==> src/lgmf_pkg.sv <==
`timescale 1ns / 1ps

package lgmf_pkg;

    localparam int unsigned LABEL_W     = 3;
    localparam int unsigned COL_W       = 11;
    localparam int unsigned ROW_W       = 16;
    localparam int unsigned NUM_CLASSES = 6;
    localparam int unsigned CNT_W       = 4;

    // Class that out-of-range codes are counted as.
    localparam logic [LABEL_W-1:0] FALLBACK_CLASS = 3'd1;

    typedef enum logic {
        REG_COLS = 1'b0,
        REG_ROWS = 1'b1
    } t_reg_idx;

    typedef struct packed {
        logic [LABEL_W-1:0] label;
        logic               flush;
    } t_in;

    typedef struct packed {
        logic [LABEL_W-1:0] smoothed;
        logic               frame_end;
    } t_out;

    // Per-item control worked out when the item is taken in.
    typedef struct packed {
        logic emit;
        logic frame_end;
        logic use_left;
        logic use_right;
        logic use_top;
        logic use_bottom;
    } t_item_ctl;

    function automatic logic [LABEL_W-1:0] class_of(input logic [LABEL_W-1:0] v);
        return ((CNT_W)'(v) < (CNT_W)'(NUM_CLASSES)) ? v : FALLBACK_CLASS;
    endfunction

endpackage

==> src/lgmf_vote.sv <==
`timescale 1ns / 1ps

module lgmf_vote (
    input  logic                         i_clk,
    input  logic                         i_rst_n,
    input  logic                         i_shift,
    input  logic [lgmf_pkg::LABEL_W-1:0] i_top,
    input  logic [lgmf_pkg::LABEL_W-1:0] i_mid,
    input  logic [lgmf_pkg::LABEL_W-1:0] i_lab,
    input  lgmf_pkg::t_item_ctl          i_ctl,
    output logic [lgmf_pkg::LABEL_W-1:0] o_smoothed
);

    // Window indexed [column][row]; column 2 is the newest, row 0 the oldest.
    logic [lgmf_pkg::LABEL_W-1:0] r_win [3][3];
    logic [lgmf_pkg::LABEL_W-1:0] n_win [3][3];

    logic [2:0]                   col_use;
    logic [2:0]                   row_use;
    logic [lgmf_pkg::CNT_W-1:0]   cnt [lgmf_pkg::NUM_CLASSES];
    logic [lgmf_pkg::CNT_W-1:0]   best_n;
    logic [lgmf_pkg::LABEL_W-1:0] best;
    logic [lgmf_pkg::LABEL_W-1:0] cls;

    always_comb begin
        n_win[0] = r_win[1];
        n_win[1] = r_win[2];
        n_win[2][0] = i_top;
        n_win[2][1] = i_mid;
        n_win[2][2] = i_lab;
    end

    assign col_use = {i_ctl.use_right, 1'b1, i_ctl.use_left};
    assign row_use = {i_ctl.use_bottom, 1'b1, i_ctl.use_top};

    always_comb begin
        for (int k = 0; k < lgmf_pkg::NUM_CLASSES; k++) begin
            cnt[k] = '0;
        end
        for (int c = 0; c < 3; c++) begin
            for (int r = 0; r < 3; r++) begin
                cls = lgmf_pkg::class_of(n_win[c][r]);
                for (int k = 0; k < lgmf_pkg::NUM_CLASSES; k++) begin
                    if (col_use[c] && row_use[r]
                        && (lgmf_pkg::CNT_W'(cls) == lgmf_pkg::CNT_W'(k))) begin
                        cnt[k] = cnt[k] + 1'b1;
                    end
                end
            end
        end
        // Strict compare keeps the lowest class on a tie.
        best   = '0;
        best_n = '0;
        for (int k = 0; k < lgmf_pkg::NUM_CLASSES; k++) begin
            if (cnt[k] > best_n) begin
                best_n = cnt[k];
                best   = lgmf_pkg::LABEL_W'(k);
            end
        end
    end

    assign o_smoothed = best;

    always_ff @(posedge i_clk) begin
        if (!i_rst_n) begin
            for (int c = 0; c < 3; c++) begin
                for (int r = 0; r < 3; r++) begin
                    r_win[c][r] <= '0;
                end
            end
        end else if (i_shift) begin
            r_win <= n_win;
        end
    end

endmodule

==> config.mk <==
export PLATFORM = sky130hd
export DESIGN_NAME = lgmf_vote
export DESIGN_NICKNAME = d
export VERILOG_FILES = /design/src/lgmf_pkg.sv /design/src/lgmf_vote.sv
export SDC_FILE = /design/constraint.sdc
export NUM_CORES = 1
export LEC_CHECK = 0
export ABC_AREA = 0
export ABC_CLOCK_PERIOD_IN_PS = 55500
export BUFFER_PORTS_ARGS = -buffer_cell sky130_fd_sc_hd__buf_4
export CORE_ASPECT_RATIO = 1.25
export CORE_MARGIN = 2
export CORE_UTILIZATION = 35
export DETAILED_ROUTE_END_ITERATION = 8
export PLACE_DENSITY = 0.57
export SLEW_MARGIN = 20
export SYNTH_ARGS = -nofsm -noshare
export SYNTH_HDL_FRONTEND = slang
export SYNTH_SLANG_ARGS = --single-unit
==> constraint.sdc <==
create_clock -name i_clk -period 55.5 [get_ports i_clk]
set_clock_uncertainty 0.1 [all_clocks]
set_input_delay 11.1 -clock i_clk [delete_from_list [all_inputs] [get_ports i_clk]]
set_output_delay 11.1 -clock i_clk [all_outputs]
set_load 0.02 [all_outputs]
# Word level (Yosys, flattened, before mapping)
# Index checks and enable logic that the tools add are counted.
totals:
  out_inout_bits: 3
  reg_bits: 18
  word_cells: 248
  in_bits: 18
classes:
  addsub: 48
  reduce_logical: 61
  order_cmp: 15
  eq_ne: 45
  mux: 73
op_table:
  columns: ["cell", "count"]
  rows:
  - ["$mux 4", 53]
  - ["$add 4x1->4 const B", 48]
  - ["$eq 3x2->1 const B", 18]
  - ["$eq 3x3->1 const B", 18]
  - ["$logic_and 1x1->1", 52]
  - ["$mux 3", 13]
  - ["$eq 3x1->1 const B", 9]
  - ["$logic_not 3->1", 9]
  - ["$lt 3x3->1 const B", 9]
  - ["$gt 4x4->1", 5]
  - ["$mux 1", 7]
  - ["$gt 4x1->1 const B", 1]

# Depth between registers and ports, before layout
logic_depth:
  ltp_word: 33
  ltp_mapped: 65
  depth_no_buf: 64

# Least setup slack after synthesis
# No wires, ideal clock.
synth_timing:
  kind: "input to output"
  start: "input i_ctl[1] (netlist name)"
  end: "output o_smoothed[1] (netlist name)"
  required_ns: 44.300
  path_slack_ns: 21.972
  stages: 62
  arrival_ns: 22.328
  n_path_buf: 2
  path_cell_list: "buf_2 > nand2_1 > nor2b_1 > inv_1 > ha_1 > nand3_1 > mux2i_1 > a211oi_1 > ha_1 > o21ai_0 > nand2_1 > ha_1 > o21ai_0 > nand2_1 > ha_1 > nand2b_1 > a22o_1 > ha_1 > [... 26 more ...] > mux2i_1 > o21a_1 > nand2_2 > mux2i_1 > ha_1 > o21ai_0 > nand2b_1 > a21oi_1 > a41oi_1 > or4_1 > o211ai_1 > ha_1 > o21ai_0 > nand2b_1 > a21oi_1 > a41o_1 > nand2_1 > a31oi_1"
synth_between:
  elab_chain_cells: 31
  word_cells_on_any_way: 137
  cone_classes: "add/sub: 48; order compare: 6; mux: 63; reduce/logical: 20"
synth_rtl:
  columns: ["item", "line_no", "source"]
  rows:
  - ["from (decl)", "lgmf_vote.sv:10", "input lgmf_pkg::t_item_ctl i_ctl,"]
  - ["$logic_and 1x1->1", "lgmf_vote.sv:44", "if (col_use[c] && row_use[r]"]
  - ["$logic_and 1x1->1", "lgmf_vote.sv:45", "&& (lgmf_pkg::CNT_W'(cls) == lgmf_pkg::CNT_W'(k))) begin"]
  - ["$mux 1", "lgmf_vote.sv:44", null]
  - ["$add 4x1->4", "lgmf_vote.sv:46", "cnt[k] = cnt[k] + 1'b1;"]
  - ["$mux 4", "lgmf_vote.sv:44", null]
  - ["$add 4x1->4", "lgmf_vote.sv:46", null]
  - ["$mux 4", "lgmf_vote.sv:44", null]
  - ["$add 4x1->4", "lgmf_vote.sv:46", null]
  - ["[... 15 more ...]", null, null]
  - ["$gt 4x4->1", "lgmf_vote.sv:55", "if (cnt[k] > best_n) begin"]
  - ["$mux 4", "lgmf_vote.sv:55", null]
  - ["$gt 4x4->1", "lgmf_vote.sv:55", null]
  - ["$mux 4", "lgmf_vote.sv:55", null]
  - ["$gt 4x4->1", "lgmf_vote.sv:55", null]
  - ["$mux 4", "lgmf_vote.sv:55", null]
  - ["$gt 4x4->1", "lgmf_vote.sv:55", null]
  - ["$mux 3 (*)", "lgmf_vote.sv:55", null]
  - ["to (decl)", "lgmf_vote.sv:11", "output logic [lgmf_pkg::LABEL_W-1:0] o_smoothed"]
# Mark *: on every way between the ends. The rest lies on a longest branch, timed or not.

# Worst setup path in the final report
# Same ends and word-level chain as after synthesis.

==> impl_metrics.tcl <==
set metrics [dict create \
    yosysTopAreaCellShare_pct 14.5 \
    cp_top_family "compound AO/OA/AOI/OAI gates" \
    tritoncts "done" \
    port_buffers 18 \
    min_path_cells 2 \
    worst-path-buf-inv 2 \
    crit_cells 61 \
    avgSynthCellArea_um2 7.74 \
    synth-seq-cells 18 \
    cp.required_ns 44.30 \
    synth_top_family_by_area "simple AND/OR/NAND/NOR gates" \
    antenna_found_initial 0 \
    worst_slew_pin_slew_ns 0.892 \
    ir_worst_vdd_mv 0.0758 \
    postLayoutCellArea_um2 6070 \
    fin_crit_ns 35.28 \
    slew_viol_final 0 \
    grt_util_met1_pct 20.8 \
    use_met3_pct 1.40 \
    grt.busiest_layer "met2" \
    fin_crit_sh_pct 63.6 \
    fin_nets 817 \
    ys_warn_count 0 \
    dp_cells 944 \
    place_hpwl_um 11200 \
    grt_pass1_vias 4749 \
    endpoint_kind "output port" \
    cts_resized 0 \
    fmax_ghz 0.0283 \
    synth_edf_count 0 \
    grt_util_all_layers_pct 15.8 \
    startpoint_type "input port" \
    yosysTopAreaCell "ha_1" \
    routabilityCongestion 0.791 \
    drt_iter0_drc 245 \
    cp_max_fo 14 \
    row_count 52 \
    core_area_um2 16100 \
    post-route-drc-count 0 \
    finalSetupViolCount 0 \
    largest_register_ffs 18 \
    via_per_inst 5.27 \
    grt_pass1_wl_um 23100 \
    firstDrtPassIters 4 \
    p_total_w 0.000231 \
    status "finished, final reports clean" \
    wl_um 13600 \
    synth.area.top_cells "ha_1 (14%), xnor2_1 (10%), dfxtp_1 (6.3%)" \
    ant_nets 0 \
    die_x_um 118 \
    hold_path_class "register to register" \
    dp_slack_ns 20.22 \
    p_per_area_nw_per_um2 38.1 \
    grt_overflow 0 \
    die_h_um 147 \
    fin_cells 948 \
    avgRoutedWirePerCell_um 14.4 \
    drive_gt1_share_pct 9.84 \
    pin_count 21 \
    yosysUniqueCellTypes 84 \
    syn_inst 738 \
    cpPeakStageDelay_ns 0.57 \
    synth-xor-area-share_pct 20.7 \
    start_util_pct 35.5 \
    cts_root_buf "clkbuf_16" \
    diodes 0 \
    ctsHoldBuffers 0 \
    hold_viol_final 0 \
    slew_headroom_pct 39.7 \
    cp.arrival_ns 24.08 \
    grt_max_degree 19 \
    cp_common_cell "ha_1" \
    synth.net_count 822 \
    path_class "input port to output port" \
    path_clk_slew_ns 0.05 \
    rsz0062_at_grt "no" \
    r2r_cells 2 \
    n_fill_cell 1738 \
    setup_ws_ns 20.22 \
    post_cts_buffers 0 \
    synth-simple-area-share_pct 29.1 \
    seq_area_frac_synth_pct 6.31 \
    synth-main-ff-cell "dfxtp_1" \
    cpMaxStageDelayCell "a211oi_1" \
    insertion_delay_ns 0.25 \
    htree_num_levels 1 \
    setup_tns_ns 0 \
    numCtsBuffers 3 \
    cts_buffer_depth 2 \
    dieArea_um2 17400 \
    grt_util_met2_pct 28.6 \
    area_growth_pct 6.24 \
    clock_sinks 18 \
    ys_async_sr_fraction_pct 0 \
    synth-compound-area-share_pct 15.2 \
    cap_violations 0 \
    place_area_um2 5980 \
    synth_area_um2 5710 \
    synth_mux_area_share_pct 9.29 \
    dr_total_vias 4997 \
    synth_adder_area_share_pct 14.5 \
    static-leakage-power_nw 2.69 \
]
==> through the flow <==
step / hold slack (ns) / utilization, %
2_1_floorplan: 0.430 / -
3_3_place_gp: 0.453 / 37.2
3_5_place_dp: 0.459 / 37.2
4_1_cts: 0.467 / 37.8
5_1_grt: 0.511 / 37.8
6_report: 0.470 / 37.8
==> per-layer routing <==
metal	vias up	part of all wire (%)	wire length, um
met4	0	1.2	165
met5	-	0	0
met2	39	49	6660
met3	13	1.6	215
met1	2304	48	6580
li1	2641	-	-
==> layout make-up <==
type                            instances  area, um2  area share (%)
Multi-Input combinational cell        653       5070            83.5
Timing Repair Buffer                   18        135            2.23
Inverter                               39        146            2.41
Clock buffer                            4       88.8            1.46
Sequential cell                        18        360            5.94
Tap cell                              216        270            4.45
==> cells in the mapped netlist (5+ instances only) <==
library cell / instances
a31oi_1: 8
dfxtp_1: 18
nand2b_1: 11
or2_2: 7
nand3_1: 21
o21a_1: 5
a21oi_1: 31
nand4b_1: 7
xnor3_1: 6
xor3_1: 6
mux2_2: 18
nand4_1: 11
buf_2: 10
o21ai_0: 27
xor2_1: 29
mux2i_1: 29
nor2_1: 59
clkbuf_1: 14
inv_1: 39
nor2b_1: 27
nor3_1: 16
and3_1: 10
and2_1: 7
o31ai_1: 5
a21o_1: 6
nand2_1: 76
nor3b_1: 7
xnor2_1: 65
ha_1: 66
a22oi_1: 5
==> where the power goes <==
part	total, W	internal, W	switching, W
clock	0.0000163	0.0000110	0.00000535
combinational	0.000200	0.0000863	0.000113
sequential	0.0000152	0.0000135	0.00000166
total	0.000231	0.000111	0.000120
==> layout by cell type (no fill, tap or decap), drive strengths merged, types with 4 or more instances in the layout <==
master / count
nand2: 77
a21oi: 32
nor3b: 8
nand4b: 7
clkbuf: 4
xnor2: 66
o21a: 5
buf: 18
nand2b: 11
o2bb2ai: 4
a211oi: 4
dfxtp: 18
xor2: 30
nor4: 5
or2: 7
inv: 39
a21o: 6
a22oi: 5
and3: 10
o21ai: 29
mux2i: 30
and2: 7
ha: 66
or3b: 4
nand3: 21
a31oi: 8
nor2b: 27
nor2: 59
xnor3: 7
and3b: 4
nor3: 17
xor3: 7
o31ai: 5
nand4: 11
mux2: 19
nor4b: 4
and4bb: 5
==> worst reg2reg max path: stages, from the launching register on <==
cell     delay, ns
dfxtp_1       0.61
mux2i_1       0.14
nor2b_1       0.12
==> cells by family (layout without fill, tap and decap cells) <==
group	after synthesis	in the layout
AND/OR/NAND/NOR	299	299
buffers and inverters	67	61
adder cells (fa/ha/maj)	66	66
AO/OA/AOI/OAI	129	129
XOR/XNOR	110	110
flip-flops	18	18
multiplexers	49	49
==> worst paths after layout <==
check        startpoint             to  slack [ns]
max            i_ctl[1]  o_smoothed[1]       20.22
min           n_win[21]      n_win[21]        0.47
max reg2reg   n_win[14]      n_win[23]       54.47
min reg2reg   n_win[21]      n_win[21]        0.47
Note: power is estimated with default switching activity, not from simulation.
