`src/lgmf_pkg.sv`:
```
`timescale 1ns / 1ps

package lgmf_pkg;

    localparam int unsigned LABEL_W     = 3;
    localparam int unsigned COL_W       = 11;
    localparam int unsigned ROW_W       = 16;
    localparam int unsigned NUM_CLASSES = 6;
    localparam int unsigned CNT_W       = 4;

    // Class that out-of-range codes are counted as.
    localparam logic [LABEL_W-1:0] FALLBACK_CLASS = 3'd1;

    typedef enum logic {
        REG_COLS = 1'b0,
        REG_ROWS = 1'b1
    } t_reg_idx;

    typedef struct packed {
        logic [LABEL_W-1:0] label;
        logic               flush;
    } t_in;

    typedef struct packed {
        logic [LABEL_W-1:0] smoothed;
        logic               frame_end;
    } t_out;

    // Per-item control worked out when the item is taken in.
    typedef struct packed {
        logic emit;
        logic frame_end;
        logic use_left;
        logic use_right;
        logic use_top;
        logic use_bottom;
    } t_item_ctl;

    function automatic logic [LABEL_W-1:0] class_of(input logic [LABEL_W-1:0] v);
        return ((CNT_W)'(v) < (CNT_W)'(NUM_CLASSES)) ? v : FALLBACK_CLASS;
    endfunction

endpackage

```
`src/lgmf_pos.sv`:
```
`timescale 1ns / 1ps

module lgmf_pos #(
    parameter int unsigned MAX_COLS = 1024,
    parameter int unsigned ADDR_W   = 10
) (
    input  logic                       i_clk,
    input  logic                       i_rst_n,
    input  logic                       i_acc,
    input  logic [lgmf_pkg::COL_W-1:0] i_cols,
    input  logic [lgmf_pkg::ROW_W-1:0] i_rows,
    output logic [ADDR_W-1:0]          o_addr,
    output lgmf_pkg::t_item_ctl        o_ctl
);

    localparam int unsigned XW = ((ADDR_W > lgmf_pkg::COL_W) ? ADDR_W : lgmf_pkg::COL_W) + 1;
    localparam int unsigned RW = lgmf_pkg::ROW_W + 1;

    logic [lgmf_pkg::COL_W-1:0] r_in_col,  n_in_col;
    logic [lgmf_pkg::ROW_W-1:0] r_in_row,  n_in_row;
    logic [lgmf_pkg::COL_W-1:0] r_out_col, n_out_col;
    logic [lgmf_pkg::ROW_W-1:0] r_out_row, n_out_row;

    logic [XW-1:0]              cols_x;
    logic [XW-1:0]              nc;
    logic [lgmf_pkg::ROW_W-1:0] nr;
    logic [XW-1:0]              in_col_x;
    logic                       in_wrap;
    logic                       out_wrap;
    logic                       out_last_row;

    always_comb begin
        cols_x = XW'(i_cols);
        if (i_cols == '0) begin
            nc = XW'(1);
        end else if (cols_x > XW'(MAX_COLS)) begin
            nc = XW'(MAX_COLS);
        end else begin
            nc = cols_x;
        end
        nr = (i_rows == '0) ? lgmf_pkg::ROW_W'(1) : i_rows;
    end

    assign in_col_x     = XW'(r_in_col);
    assign in_wrap      = (in_col_x + XW'(1)) >= nc;
    assign out_wrap     = (XW'(r_out_col) + XW'(1)) >= nc;
    assign out_last_row = (RW'(r_out_row) + RW'(1)) >= RW'(nr);

    assign o_addr = (in_col_x < XW'(MAX_COLS)) ? in_col_x[ADDR_W-1:0] : '0;

    always_comb begin
        o_ctl.emit       = (r_in_row >= lgmf_pkg::ROW_W'(2))
                        || ((r_in_row == lgmf_pkg::ROW_W'(1)) && (r_in_col != '0));
        o_ctl.frame_end  = out_last_row && out_wrap;
        o_ctl.use_left   = (r_out_col != '0);
        o_ctl.use_right  = !out_wrap;
        o_ctl.use_top    = (r_out_row != '0);
        o_ctl.use_bottom = !out_last_row;
    end

    always_comb begin
        n_in_col  = r_in_col;
        n_in_row  = r_in_row;
        n_out_col = r_out_col;
        n_out_row = r_out_row;
        if (i_acc) begin
            if (in_wrap) begin
                n_in_col = '0;
                if (r_in_row != '1) begin
                    n_in_row = r_in_row + 1'b1;
                end
            end else begin
                n_in_col = r_in_col + 1'b1;
            end
            if (o_ctl.emit) begin
                if (o_ctl.frame_end) begin
                    n_in_col  = '0;
                    n_in_row  = '0;
                    n_out_col = '0;
                    n_out_row = '0;
                end else if (out_wrap) begin
                    n_out_col = '0;
                    if (r_out_row != '1) begin
                        n_out_row = r_out_row + 1'b1;
                    end
                end else begin
                    n_out_col = r_out_col + 1'b1;
                end
            end
        end
    end

    always_ff @(posedge i_clk) begin
        if (!i_rst_n) begin
            r_in_col  <= '0;
            r_in_row  <= '0;
            r_out_col <= '0;
            r_out_row <= '0;
        end else begin
            r_in_col  <= n_in_col;
            r_in_row  <= n_in_row;
            r_out_col <= n_out_col;
            r_out_row <= n_out_row;
        end
    end

endmodule

```
`config.mk`:
```
export PLATFORM = sky130hd
export DESIGN_NAME = lgmf_pos
export DESIGN_NICKNAME = d
export VERILOG_FILES = /design/src/lgmf_pkg.sv /design/src/lgmf_pos.sv
export SDC_FILE = /design/constraint.sdc
export NUM_CORES = 1
export LEC_CHECK = 0
export BUFFER_PORTS_ARGS = -buffer_cell sky130_fd_sc_hd__clkbuf_2
export CAP_MARGIN = 20
export CORE_UTILIZATION = 25
export CTS_CLUSTER_DIAMETER = 80
export CTS_CLUSTER_SIZE = 30
export DETAILED_ROUTE_END_ITERATION = 10
export GPL_TIMING_DRIVEN = 0
export SLEW_MARGIN = 20
export SYNTH_ARGS = -nofsm -noshare
export SYNTH_HDL_FRONTEND = slang
export SYNTH_SLANG_ARGS = --single-unit
```
`constraint.sdc`:
```
create_clock -name i_clk -period 4.1 [get_ports i_clk]
set_input_delay 0.82 -clock i_clk [delete_from_list [all_inputs] [get_ports i_clk]]
set_output_delay 0.82 -clock i_clk [all_outputs]
set_load 0.03 [all_outputs]
```
### After elaboration in Yosys (flattened, before gate mapping)

Cells that the tools add are included.

| storage, ports and cells | value |
|---|---|
| output and inout bits | 16 |
| logic and storage cells | 50 |
| bits in registers | 54 |
| input port bits | 30 |

| cells by class | value |
|---|---|
| magnitude comparators | 6 |
| add/subtract/negate cells | 7 |
| reductions and logical operators | 14 |
| mux-type cells | 16 |
| equal/unequal tests | 3 |

Operator list:

| operator | count |
|---|---|
| $mux W16 | 8 |
| $mux W11 | 7 |
| $add A16 B1 Y16 const B | 2 |
| $ne A16 B16 Y1 const B | 2 |
| $add A11 B1 Y12 const B | 2 |
| $ge A12 B12 Y1 | 2 |
| $add A11 B1 Y11 const B | 2 |
| $reduce_bool A11 Y1 | 2 |
| $add A16 B1 Y17 const B | 1 |
| $ge A17 B16 Y1 | 1 |
| $eq A16 B1 Y1 const B | 1 |
| $ge A16 B2 Y1 const B | 1 |
| $logic_not A16 Y1 | 1 |
| $reduce_bool A16 Y1 | 1 |
| $gt A11 B11 Y1 const B | 1 |
| $logic_not A11 Y1 | 1 |
| $lt A11 B11 Y1 const B | 1 |
| $mux W10 | 1 |
| $reduce_and A4 Y1 | 1 |
| $reduce_bool A2 Y1 | 2 |
| $logic_and A1 B1 Y1 | 2 |
| $logic_not A1 Y1 | 2 |
| $reduce_and A2 Y1 | 1 |
| $logic_or A1 B1 Y1 | 1 |

### Depth between registers and ports, before layout

Gate-level depths: netlist of the first run.

| logic depth | value |
|---|---|
| word-level depth | 7 |
| mapped depth | 15 |
| mapped depth without buffers | 14 |

### Worst setup path before layout of the first run

No wires, ideal clock.

| timing | value |
|---|---|
| path type | register to output |
| start | reg r_out_row[2] (netlist name) |
| end | out o_ctl[4] (netlist name) |
| buffers on the path | 2 |
| path slack | 0.449 ns |
| data arrival time | 2.831 ns |
| data required time | 3.280 ns |
| stages on the path, launching flop included | 14 |
| cell sequence | dfxtp_1 > and3_1 > and3_1 > clkbuf_1 > nand3_1 > nor2_1 > xnor2_1 > inv_1 > ha_1 > nand3_1 > a311oi_1 > o22ai_2 > buf_6 > inv_1 |

RTL lines:

| element | RTL line | source |
|---|---|---|
| start: declaration | lgmf_pos.sv:22 | `logic [lgmf_pkg::ROW_W-1:0] r_out_row, n_out_row;` |
| start signal: assignment | lgmf_pos.sv:103 | `r_out_row <= n_out_row;` |
| end: declaration | lgmf_pos.sv:13 | `output lgmf_pkg::t_item_ctl o_ctl` |

==> results.toml, run 1 <==
[status]
status = "complete, no violations"

[synth]
synth_area_leaders = "dfxtp_1 (25%), ha_1 (13%), xor2_1 (5.6%)"
synth.avg_cell_area_sq_um = 8.08
synthArstFlopShare_pct = 0
synth-seq-cells = 54
synth_cells = 542
synth-edff-count = 0
synth_cell_types = 61
syn_nets = 619
synth_flop_cell = "dfxtp_1"
syn-cell-area_sq_um = 4380
ys_warn_count = 0
synth_largest_area_cell = "dfxtp_1"
yosysSeqAreaShare_pct = 24.7
synth_top_cell_area_share_pct = 24.7

[critical_path]
cp.depth = 14
path_cells = "and3_4, and3_4, and3_4, buf_6, nand3_1, xnor2_1, ha_1, a21o_1, a21o_2, a41o_4, o22ai_4, buf_6, inv_1, buf_2"
rr_worst_depth = 13
endpoint_kind = "primary output"
max_stage_delay_ps = 380
crit_path_max_fanout = 10
cp_top_family = "compound AO/OA/AOI/OAI gates"
required_ps = 3280
arrival_ps = 3110
crit_top_cell = "and3_4"
crit_buf_inv = 4
worst-setup-path-type = "flop to primary output"
critPathLaunchType = "flop"
crit_slowest_cell = "dfxtp_2"

[timing]
finalCriticalPeriod_ps = 3930
finalHoldViolCount = 0
skew_ps = 8.95
maxSlewViolCount = 0
tns_ps = 0
worst_slew_pin_slew_ps = 589
min_period_over_period_pct = 95.9
holdWs_ps = 490
setup_viol = 0
relSlewSlack_pct = 60.4
fmax_ghz = 0.254

[floorplanning]
initial_core_util_pct = 25.5
rows = 48
core-area_sq_um = 17200
io_pins = 46
fp.dieArea_sq_um = 18000
fp.dieH_um = 134
die_w_um = 134

[global_route]
grt_overflow_total = 0
grtUsageTotal_pct = 12.4
antenna_found_initial = 0
grt_pass1_vias = 3720
grt_max_degree = 20
grt_pass1_wl_um = 18200

[route]
viasPerCell = 4.83
detail-route-antenna-nets = 0
drc_errors = 0
first_pass_iters = 4
dr_total_vias = 3978
avgRoutedWirePerCell_um = 13.3
routed_wl_um = 10900
drt-initial-drc-count = 296

[placement]
routabilityCongestion = 0.838
hpwl_um = 8560
portBuffers = 45
place_inst = 812

[power_and_ir_drop]
powerDensity_nw_per_um2 = 212
total_power_uw = 1100
vdd_drop_max_mv = 0.133
leakagePower_uw = 0.00235

[clock_tree]
cts_sinks = 54
clock_latency_ps = 310
cts_max_level = 2
clk_root_buffer_cell = "clkbuf_16"
max-clock-path-buffers = 2
ctsHoldBuffers = 0
cts.clk_slew.worst_paths_ps = 80
cts_tree = "yes"
cts_buffers = 5

[cells_and_area]
mostFrequentLayoutCells = "nand2_1 (51), dfxtp_1 (47), nor2_1 (46), ha_1 (46), clkbuf_2 (45)"
mostFrequentLayoutCell = "nand2_1"
drive_gt1_share_pct = 18.7
fillers = 1874
antenna_cells = 0
finish.utilization_pct = 30.2
finalNonFillerCells = 824
nNetsFinal = 675
synthToLayoutAreaGrowth_pct = 18.6

[hold_path]
hp-class = "flop to flop"
whs_path_depth = 2

[job]
maxCapViolCount = 0
==> area by class of cell <==
class / instances / area, sq um / area share (%)
Buffer: 26 / 179 / 3.45
Clock buffer: 5 / 125 / 2.41
Clock inverter: 3 / 26.3 / 0.506
Inverter: 42 / 158 / 3.04
Multi-Input combinational cell: 418 / 3060 / 58.9
Sequential cell: 54 / 1090 / 21.0
Tap cell: 225 / 282 / 5.42
Timing Repair Buffer: 51 / 273 / 5.25
==> metal layers <==
metal  part of all wire [%]  global-route usage (%)  up-vias
li1                       -                       -     2059
met1                     48                    16.1     1859
met2                     47                    20.7       50
met3                    3.6                    2.15       10
met4                    1.4                    3.87        0
met5                      0                       0        -
==> cells in the mapped netlist (all sizes together), types with 15 or more instances <==
library cell and number:
xor2 28, nor2 47, nand3 28, inv 41, ha 47, nand2 52
and3 22, dfxtp 54, a21oi 23, nor4 17, clkbuf 15, a21boi 17
xnor2 23
==> per-stage QoR <==
stage          cell area [sq um]  setup WS (ps)
2_1_floorplan               4380            449
3_3_place_gp                4880           -254
3_5_place_dp                4880           -295
4_1_cts                     5140           7.02
5_1_grt                     5190         -0.733
6_report                    5190            168
==> repair_timing <==
item / in CTS / in global routing
buffers inserted: 5 / 1
pin swaps: 4 / 1
endpoints found under the setup margin: 2 / 2
gates resized for setup: 13 / 17
==> tightest hold or removal path, cell delays in order, from the launching register on <==
cell	delay, ps
dfxtp_2	350
nand2_1	50
a21boi_1	50
==> registers in the layout, summed over array words and instances (netlist names) <==
register,count
r_out_col,11
r_out_row,16
r_in_row,16
r_in_col,11
==> worst paths after layout <==
check | startpoint | endpoint | slack, ps
max | r_out_col[2] | o_ctl[4] | 170
min reg2reg | r_out_row[4] | r_out_row[4] | 490
min | r_out_row[4] | r_out_row[4] | 490
max reg2reg | r_in_col[0] | r_in_col[5] | 640
==> report_power, final <==
| part | switching, uW | internal (uW) | total [uW] |
|---|---|---|---|
| registers | 3.82 | 526 | 529 |
| logic | 75.0 | 44.3 | 119 |
| clock network | 218 | 233 | 451 |
==> cells by family after synthesis <==
kind of cell,share of synthesized area (%)
xor gates and xnor gates,10.2
buffers and inverters,7.80
DFF,24.7
and+or+nand+nor,24.9
AOI/OAI and AO/OA,18.7
adders and majority gates,13.4
muxes,0.229
Note: power is estimated with default switching activity, not from simulation.
==> inputs of run 2 (changes only) <==
--- a/config.mk
+++ b/config.mk
@@ -12,6 +12,7 @@
 export CTS_CLUSTER_SIZE = 30
 export DETAILED_ROUTE_END_ITERATION = 10
 export GPL_TIMING_DRIVEN = 0
+export MAX_ROUTING_LAYER = met4
 export SLEW_MARGIN = 20
 export SYNTH_ARGS = -nofsm -noshare
 export SYNTH_HDL_FRONTEND = slang
==> run 2 against run 1 <==
Against the previous run:
- via count rose by 0.15%
- register-to-register slack barely moved
- core utilization stayed put
- first-iteration DRC count is 9.5% lower
- worst setup slack improved by 2.4 ps
- wire length rose by 0.18%
- flip-flop and latch count unchanged
- clock power hardly changed
- clock-buffer cell count unchanged
- global-route usage is 0.34 points higher
==> results.toml, run 2 (synthesis results as in run 1) <==
[global_route]
grt_use_met1_pct = 16.1
grt_pass1_wl_um = 18100
grt_pass1_vias = 3716
grt_max_degree = 20
use_met3_pct = 1.97
grt_overflow_total = 0
grtUsageTotal_pct = 12.7
grt_use_met2_pct = 20.8
busiest_layer = "met2"
antenna_found_initial = 0

[critical_path]
crit_path_max_fanout = 10
required_ps = 3280
cp-startpoint = "r_out_col[2]"
reg2reg_from = "r_in_col[0]"
arrival_ps = 3110
rr_endpoint = "r_in_col[5]"
worst-setup-path-type = "flop to primary output"
endpoint_kind = "primary output"
rrSetupSlack_ps = 630
rr_worst_depth = 13
critPathLaunchType = "flop"

[timing]
finalHoldViolCount = 0
worst_slew_pin_slew_ps = 591
fmax_ghz = 0.254
setup_viol = 0
maxSlewViolCount = 0
skew_ps = 8.72
relSlewSlack_pct = 60.3
finalCriticalPeriod_ps = 3930
holdWs_ps = 488
min_period_over_period_pct = 95.8

[cells_and_area]
mostFrequentLayoutCells = "nand2_1 (51), dfxtp_1 (47), nor2_1 (46), ha_1 (46), clkbuf_2 (45)"
fillers = 1874
top_regs = "r_in_row x16, r_out_row x16"
antenna_cells = 0
mostFrequentLayoutCell = "nand2_1"
nNetsFinal = 675
final_cell_area_sq_um = 5190
synthToLayoutAreaGrowth_pct = 18.6
drive_gt1_share_pct = 18.7

[hold_path]
worstHoldEndpoint = "r_out_row[4]"
hp-class = "flop to flop"
whs_path_depth = 2
holdCritStartpoint = "r_out_row[4]"

[floorplanning]
rows = 48
fp.dieArea_sq_um = 18000
io_pins = 46
initial_core_util_pct = 25.5
core-area_sq_um = 17200
fp.dieH_um = 134
die_w_um = 134

[clock_tree]
cts.clk_slew.worst_paths_ps = 80
cts_max_level = 2
cts_buffers = 5
cts_sinks = 54
cts_tree = "yes"
max-clock-path-buffers = 2
clock_latency_ps = 310
ctsHoldBuffers = 0
clk_root_buffer_cell = "clkbuf_16"

[route]
drt-initial-drc-count = 268
dr_total_vias = 3984
first_pass_iters = 4
drc_errors = 0
avgRoutedWirePerCell_um = 13.3
detail-route-antenna-nets = 0
viasPerCell = 4.83
routed_wl_um = 11000

[power_and_ir_drop]
powerDensity_nw_per_um2 = 212
leakagePower_uw = 0.00235
vdd_drop_max_mv = 0.133

[status]
status = "complete, no violations"

[placement]
routabilityCongestion = 0.851
place_area_sq_um = 4880
portBuffers = 45
hpwl_um = 8560

[job]
maxCapViolCount = 0
## run 2: cell counts in the layout (fill, tap and decap cells not counted)
Identical to the previous run, type by type.
## run 2: stage by stage
step                power (uW)  worst slack [ps]  std cells  util (%)  TNS (ps)
detailed placement         660              -295        812      28.4      -515
global route              1150            -0.733        824      30.2    -0.733
CTS                       1120              7.02        824      29.9         0
global placement           659              -254        812      28.4      -438
floorplan                  614               449        542         -         0
finish                    1100               171        824      30.2         0
## run 2: worst max path at each step
| stage | endpoint | slack [ps] | cells after the start |
|---|---|---|---|
| final | o_ctl[4] | 170 | 14 |
| after global routing | o_ctl[4] | -0.7 | 14 |
| after CTS | o_ctl[4] | 7 | 14 |
| after detailed placement | o_ctl[4] | -300 | 14 |
| after global placement | o_ctl[4] | -250 | 14 |
| after floorplan | o_ctl[4] | 450 | 13 |
## run 2: critical path, stage by stage, from the launching register on
cell,delay (ps)
dfxtp_2,380
and3_4,210
and3_4,200
and3_4,180
buf_6,110
nand3_1,90
xnor2_1,150
ha_1,310
a21o_1,180
a21o_2,220
a41o_4,270
o22ai_4,120
buf_6,170
inv_1,40
buf_2,170
## run 2: what timing repair did
item / in CTS / in global routing
pin swaps: 4 / 1
setup endpoints to repair: 2 / 2
resized for setup: 13 / 17
hold endpoints to repair: 0 / 0
setup buffers: 5 / 1
## run 2: layout make-up
cell class,instances,area [sq um],area share [%]
plain buffers,26,179,3.45
clock buffers,5,125,2.41
clock inverters,3,26.3,0.506
inverters,42,158,3.04
multi-input cells,418,3060,58.9
flip-flops and latches,54,1090,21.0
well taps,225,282,5.42
repair buffers,51,273,5.25
## run 2: layer usage
| layer | vias up | part of all wire (%) |
|---|---|---|
| met1 | 1864 | 48 |
| met4 | 0 | 1.4 |
| met2 | 47 | 47 |
| li1 | 2063 | - |
| met5 | - | 0 |
| met3 | 10 | 2.8 |
## run 2: power breakdown
part	switching [uW]	internal, uW	total, uW
sequential	3.84	526	529
clock	219	233	452
combinational	75.0	44.3	119
